**config.mk**
```make
export PLATFORM = sky130hd
export DESIGN_NAME = bpri_cfg
export DESIGN_NICKNAME = d
export VERILOG_FILES = /design/src/rtl/bounded_plane_ray_intersect_defines.svh /design/src/rtl/bpri_pkg.sv /design/src/rtl/bpri_cfg.sv
export SDC_FILE = /design/constraint.sdc
export NUM_CORES = 1
export LEC_CHECK = 0
export BUFFER_PORTS_ARGS = -buffer_cell sky130_fd_sc_hd__buf_2
export CORE_UTILIZATION = 46
export DETAILED_ROUTE_END_ITERATION = 16
export PLACE_DENSITY = 0.83
export SYNTH_ARGS = -nofsm -noshare
export SYNTH_HDL_FRONTEND = slang
export SYNTH_SLANG_ARGS = --single-unit
```
**constraint.sdc**
```tcl
create_clock -name clk -period 0.8 [get_ports clk]
set_input_delay 0.24 -clock clk [delete_from_list [all_inputs] [get_ports clk]]
set_output_delay 0.24 -clock clk [all_outputs]
set_load 0.02 [all_outputs]
```
**src/rtl/bounded_plane_ray_intersect_defines.svh**
```systemverilog
// Assertion macros shared by the ray/plane intersection RTL.
// Each macro expects clk and rst_n in the scope where it is used.
`ifndef BOUNDED_PLANE_RAY_INTERSECT_DEFINES_SVH
`define BOUNDED_PLANE_RAY_INTERSECT_DEFINES_SVH

// Same-cycle implication.
`define BPRI_ASSERT_IMP(lbl, ante, cons, msg) \
    lbl: assert property (@(posedge clk) disable iff (!rst_n) (ante) |-> (cons)) \
        else $error(msg);

// Next-cycle implication.
`define BPRI_ASSERT_NXT(lbl, ante, cons, msg) \
    lbl: assert property (@(posedge clk) disable iff (!rst_n) (ante) |=> (cons)) \
        else $error(msg);

`endif

```
**src/rtl/bpri_pkg.sv**
```systemverilog
package bpri_pkg;

    // Divider widths: |dn| magnitude, |nn| magnitude, and |nn| * 2^16
    localparam int DEN_W = 36;
    localparam int NN_W  = 37;
    localparam int NUM_W = NN_W + 16;

    // Number of limit-row registers on the configuration port
    localparam int ROW_REGS = 4;

    // Register indexes
    localparam logic [2:0] REG_NORMAL = 3'd0;
    localparam logic [2:0] REG_OFFSET = 3'd1;
    localparam logic [2:0] REG_LCOUNT = 3'd2;
    localparam logic [2:0] REG_ROW0   = 3'd3;
    localparam logic [2:0] REG_TOL    = 3'd7;

    // Result status codes
    localparam logic [2:0] ST_HIT     = 3'd0;
    localparam logic [2:0] ST_PAR     = 3'd1;
    localparam logic [2:0] ST_BEHIND  = 3'd2;
    localparam logic [2:0] ST_OUTSIDE = 3'd3;
    localparam logic [2:0] ST_OVF     = 3'd4;

    typedef struct packed {
        logic signed [31:0] origin_x;
        logic signed [31:0] origin_y;
        logic signed [31:0] origin_z;
        logic signed [31:0] dir_x;
        logic signed [31:0] dir_y;
        logic signed [31:0] dir_z;
    } ray_t;

    typedef struct packed {
        logic [2:0]         status;
        logic signed [31:0] hit_t;
        logic signed [31:0] hit_x;
        logic signed [31:0] hit_y;
        logic signed [31:0] hit_z;
        logic               normal_flipped;
    } hit_t;

    typedef struct packed {
        logic signed [15:0] norm_a;
        logic signed [15:0] norm_b;
        logic signed [15:0] norm_c;
        logic signed [31:0] offset;
        logic [2:0]         lim_cnt;
        logic [15:0]        tol;
    } cfg_t;

    // Sideband that rides along the divider
    typedef struct packed {
        ray_t ray;
        logic par;
        logic flip;
        logic qneg;
    } ctx_t;

endpackage

```
**src/rtl/bpri_cfg.sv**
```systemverilog
module bpri_cfg #(
    parameter int MAX_LIMITS = 4
) (
    input  logic                  clk,
    input  logic                  rst_n,
    input  logic                  cfg_we,
    input  logic [2:0]            cfg_index,
    input  logic [63:0]           cfg_data,
    output bpri_pkg::cfg_t        cfg,
    output logic [63:0]           rows [MAX_LIMITS]
);

    logic [63:0] normal_reg;
    logic [31:0] offset_reg;
    logic [2:0]  lcount_reg;
    logic [15:0] tol_reg;

    always_ff @(posedge clk or negedge rst_n)
    begin
        if (!rst_n)
        begin
            normal_reg <= '0;
            offset_reg <= '0;
            lcount_reg <= '0;
            tol_reg    <= 16'd16;
        end
        else if (cfg_we)
        begin
            case (cfg_index)
                bpri_pkg::REG_NORMAL: normal_reg <= cfg_data;
                bpri_pkg::REG_OFFSET: offset_reg <= cfg_data[31:0];
                bpri_pkg::REG_LCOUNT: lcount_reg <= cfg_data[2:0];
                bpri_pkg::REG_TOL:    tol_reg    <= cfg_data[15:0];
                default: ;
            endcase
        end
    end

    // Rows past the register list never get written and stay zero
    for (genvar r = 0; r < MAX_LIMITS; r++)
    begin : g_row
        logic [63:0] row_reg;
        if (r < bpri_pkg::ROW_REGS)
        begin : g_wr
            always_ff @(posedge clk or negedge rst_n)
            begin
                if (!rst_n)
                    row_reg <= '0;
                else if (cfg_we && cfg_index == 3'(int'(bpri_pkg::REG_ROW0) + r))
                    row_reg <= cfg_data;
            end
        end
        else
        begin : g_zero
            always_ff @(posedge clk or negedge rst_n)
            begin
                if (!rst_n)
                    row_reg <= '0;
            end
        end
        assign rows[r] = row_reg;
    end

    assign cfg.norm_a  = normal_reg[15:0];
    assign cfg.norm_b  = normal_reg[31:16];
    assign cfg.norm_c  = normal_reg[47:32];
    assign cfg.offset  = offset_reg;
    assign cfg.lim_cnt = lcount_reg;
    assign cfg.tol     = tol_reg;

endmodule

```
==> implementation parameters <==
Parameter                              Value

Yosys
  Number of library cell types mapped by synthesis    15
  Count of state elements after synthesis    roughly 360
  Nets in the synthesized netlist    826
  Simple-gate portion of the synthesized area    0.006839
  Complex-gate fraction of the synthesized area    0
  Adder and majority cell fraction of the synthesized area    0
  Proportion of synthesized area in mux cells    0.3119
  Netlist area before placement    13540 µm²
  Instance count of the mapped netlist    around 760
  Combinational family with the most area after synthesis    multiplexers
  Post-synthesis share of cell area spent on xor and xnor gates    0
  Syn avg cell area    approximately 18 µm²
  Number of warnings reported in the yosys synthesis log    0
  Portion of the post-synthesis area used by sequential elements    0.6562

Place
  Final weighted congestion of routability-driven global placement    0.8255
  Number of I/O port buffers    around 420
  Number of placed cells counting well taps    1580
  Detailed-placement wirelength estimate    roughly 24000 µm
  Post-Place Cell Area    16610 µm²
  Worst setup slack after placement    -898.8 ps

Floorplanning
  Effective utilization at floorplan    0.4692
  Num rows    62
  Total Die Area    30120 µm²
  Width of the die    between 150 and 200 µm
  Ports placed on the boundary    between 400 and 500
  Floorplan Core Area    28860 µm²
  Chip height    around 170 µm

STA
  Max-slew headroom at the worst pin    0.7696
  Portion of the clock cycle consumed by the worst path in the final layout    1.794
  Unrepaired setup endpoints after global routing    yes
  Post-layout minimum cycle time    around 1400 ps
  Number of setup violations in the final report    roughly 700
  Final hold violation count    0
  Clock Skew    0 ps
  Final count of pins violating max slew    0
  Total negative slack    -256490 ps
  Maximum clock frequency    0.6968 GHz
  Slew of the pin with the lowest slew margin    about 340 ps
  Final setup margin    -635.1 ps

Critical path
  Kind of end point of the critical path    output port
  Sort of element at the start of the critical path    flip-flop
  Highest cell delay on the worst timing path    approximately 560 ps
  Worst path bufs/invs    1
  Critical path's top delay family    flip-flops
  Setup Crit Path Kind    reg -> out
  Worst path required time    560 ps
  Slowest stage cell, crit path    dfstp_2
  Sequence of cells on the critical path    buf_6
  Crit Path Max Fanout    2
  Arrival time at the worst endpoint    between 1000 and 1500 ps

Layout
  Post-layout instance count excluding filler cells    slightly below 2000
  Flip-flop count of the largest register after layout    256
  Post-route cell area    between 20000 and 25000 µm²
  Relative area change from synthesis to final layout    80.34%
  Highest-count cells in the layout ignoring fill and taps    buf_6 (444), dfrtp_1 (353), mux2_4 (296)
  Fill cell instance count of the final layout    1105
  Nets    between 1500 and 2000
  Most common cell after layout, fill and taps aside    buf_6
  Share of cells above drive strength 1    0.7675

Drt
  Wire length after detailed routing    ~60000 µm
  Total number of vias    10979
  DR vias/cell    between 5 and 6
  Starting DRC count in detailed routing    698
  Antenna Nets Post-Route    0
  Post-DR wirelength/cell    roughly 30 µm
  DRC Markers    0
  Count of TritonRoute iterations in the first routing pass    5

Clock tree
  Clock buffer depth    3
  Clock-pin slew reported for the worst setup and hold paths after clock tree synthesis    roughly 70 ps
  Clock tree from TritonCTS    done
  TritonCTS buffer count    38
  Maximum level of the CTS H-tree    2
  Clk sink count    between 300 and 400
  Worst skew pair latency    ~530 ps
  Clock root buffer    clkbuf_16

Hold path
  Worst hold path type    in -> reg

Global routing
  Wire length of the first global-routing pass    approximately 78000 µm
  Congestion Overflow GR    0
  Vias in the first global route    about 12000
  Global Route Usage Sum    0.3571
  Largest net degree at the start of global routing    54
  Initial antenna violation count    2

Power
  Overall power after layout    just over 70000 µW
  Power per cell area    2966 nW/µm²
  Worst IR Drop VDD    between 0.002 and 0.0025 V
  Leak    between 0.01 and 0.015 µW

Job
  Maximum Capacitance Violations    0

Run status
  Result of the run    complete, but fails checks
  Violations in the final reports    setup timing
## metrics by stage
step                  util  hold slack (ps)
finish              0.8461            26.09
global route        0.8461            17.38
CTS                 0.8030            2.956
detailed placement  0.5754            49.46
global placement    0.5754            50.97
floorplan                -           -55.59
## routing by layer
layer  GRT usage  up-vias  wire length [µm]
li1            -     4283                 -
met1      0.3933     5734             20820
met2      0.6456      687             31160
met3     0.07303      273              3958
met4      0.1914        2              4389
met5           0        -                13
## where the power goes
part | internal (µW) | switching, µW | leakage (µW) | total (µW)
combinational | 16500 | 12000 | 0.00750 | 28400
sequential | 22000 | 3860 | 0.00426 | 25800
clock | 10600 | 7650 | 0.000626 | 18200
## final timing paths
path | startpoint | endpoint | slack, ps | cells past startpoint
worst max-delay path | tol_reg[4]$_DFFE_PN1P_ | cfg[4] | -640 | 1
worst min-delay path | cfg_data[49] | g_row[3].row_reg[49]$_DFFE_PN0P_ | 30 | 2
worst max register to register | g_row[2].row_reg[48]$_DFFE_PN0P_ | g_row[2].row_reg[48]$_DFFE_PN0P_ | -290 | 3
max in group asynchronous | rst_n | g_row[3].row_reg[34]$_DFFE_PN0P_ | 10 | 4
worst min register to register | normal_reg[12]$_DFFE_PN0P_ | normal_reg[12]$_DFFE_PN0P_ | 540 | 1
min in group asynchronous | rst_n | g_row[0].row_reg[63]$_DFFE_PN0P_ | 160 | 2
## kinds of logic after synthesis
logic type    count (synthesis)
flops                       355
simple gates                  8
buf+inv                      38
mux                         355
## cell type report
cell class | instances | area (µm²) | area share
Tap cell | 384 | 480.5 | 0.01968
Antenna cell | 1 | 2.502 | 0.0001025
Timing Repair Buffer | 798 | 8546 | 0.3500
Multi-Input combinational cell | 363 | 5246 | 0.2149
Clock buffer | 55 | 1139 | 0.04663
Sequential cell | 355 | 8886 | 0.3639
Clock inverter | 12 | 117.6 | 0.004817
## synthesized netlist by cell type, drive strengths merged
| library cell | count | area share |
|---|---|---|
| nand4 | 1 | 0.00092 |
| nor4b | 1 | 0.0011 |
| nor4bb | 2 | 0.0019 |
| dfstp | 1 | 0.0019 |
| mux2 | 355 | 0.31 |
| nand4b | 3 | 0.0019 |
| and4bb | 1 | 0.00092 |
| buf | 38 | 0.025 |
| dfrtp | 354 | 0.65 |
## repair_timing
| action | CTS | global route |
|---|---|---|
| hold buffers | 4 | 0 |
| gates cloned | 35 | 1 |
| hold endpoints to repair | 361 | 0 |
| setup endpoints to repair | 695 | 709 |
| setup buffers | 153 | 184 |
| gates resized for setup | 969 | 174 |
| pin swaps | 4 | 4 |
No activity file was read; power rests on OpenSTA's default activity.
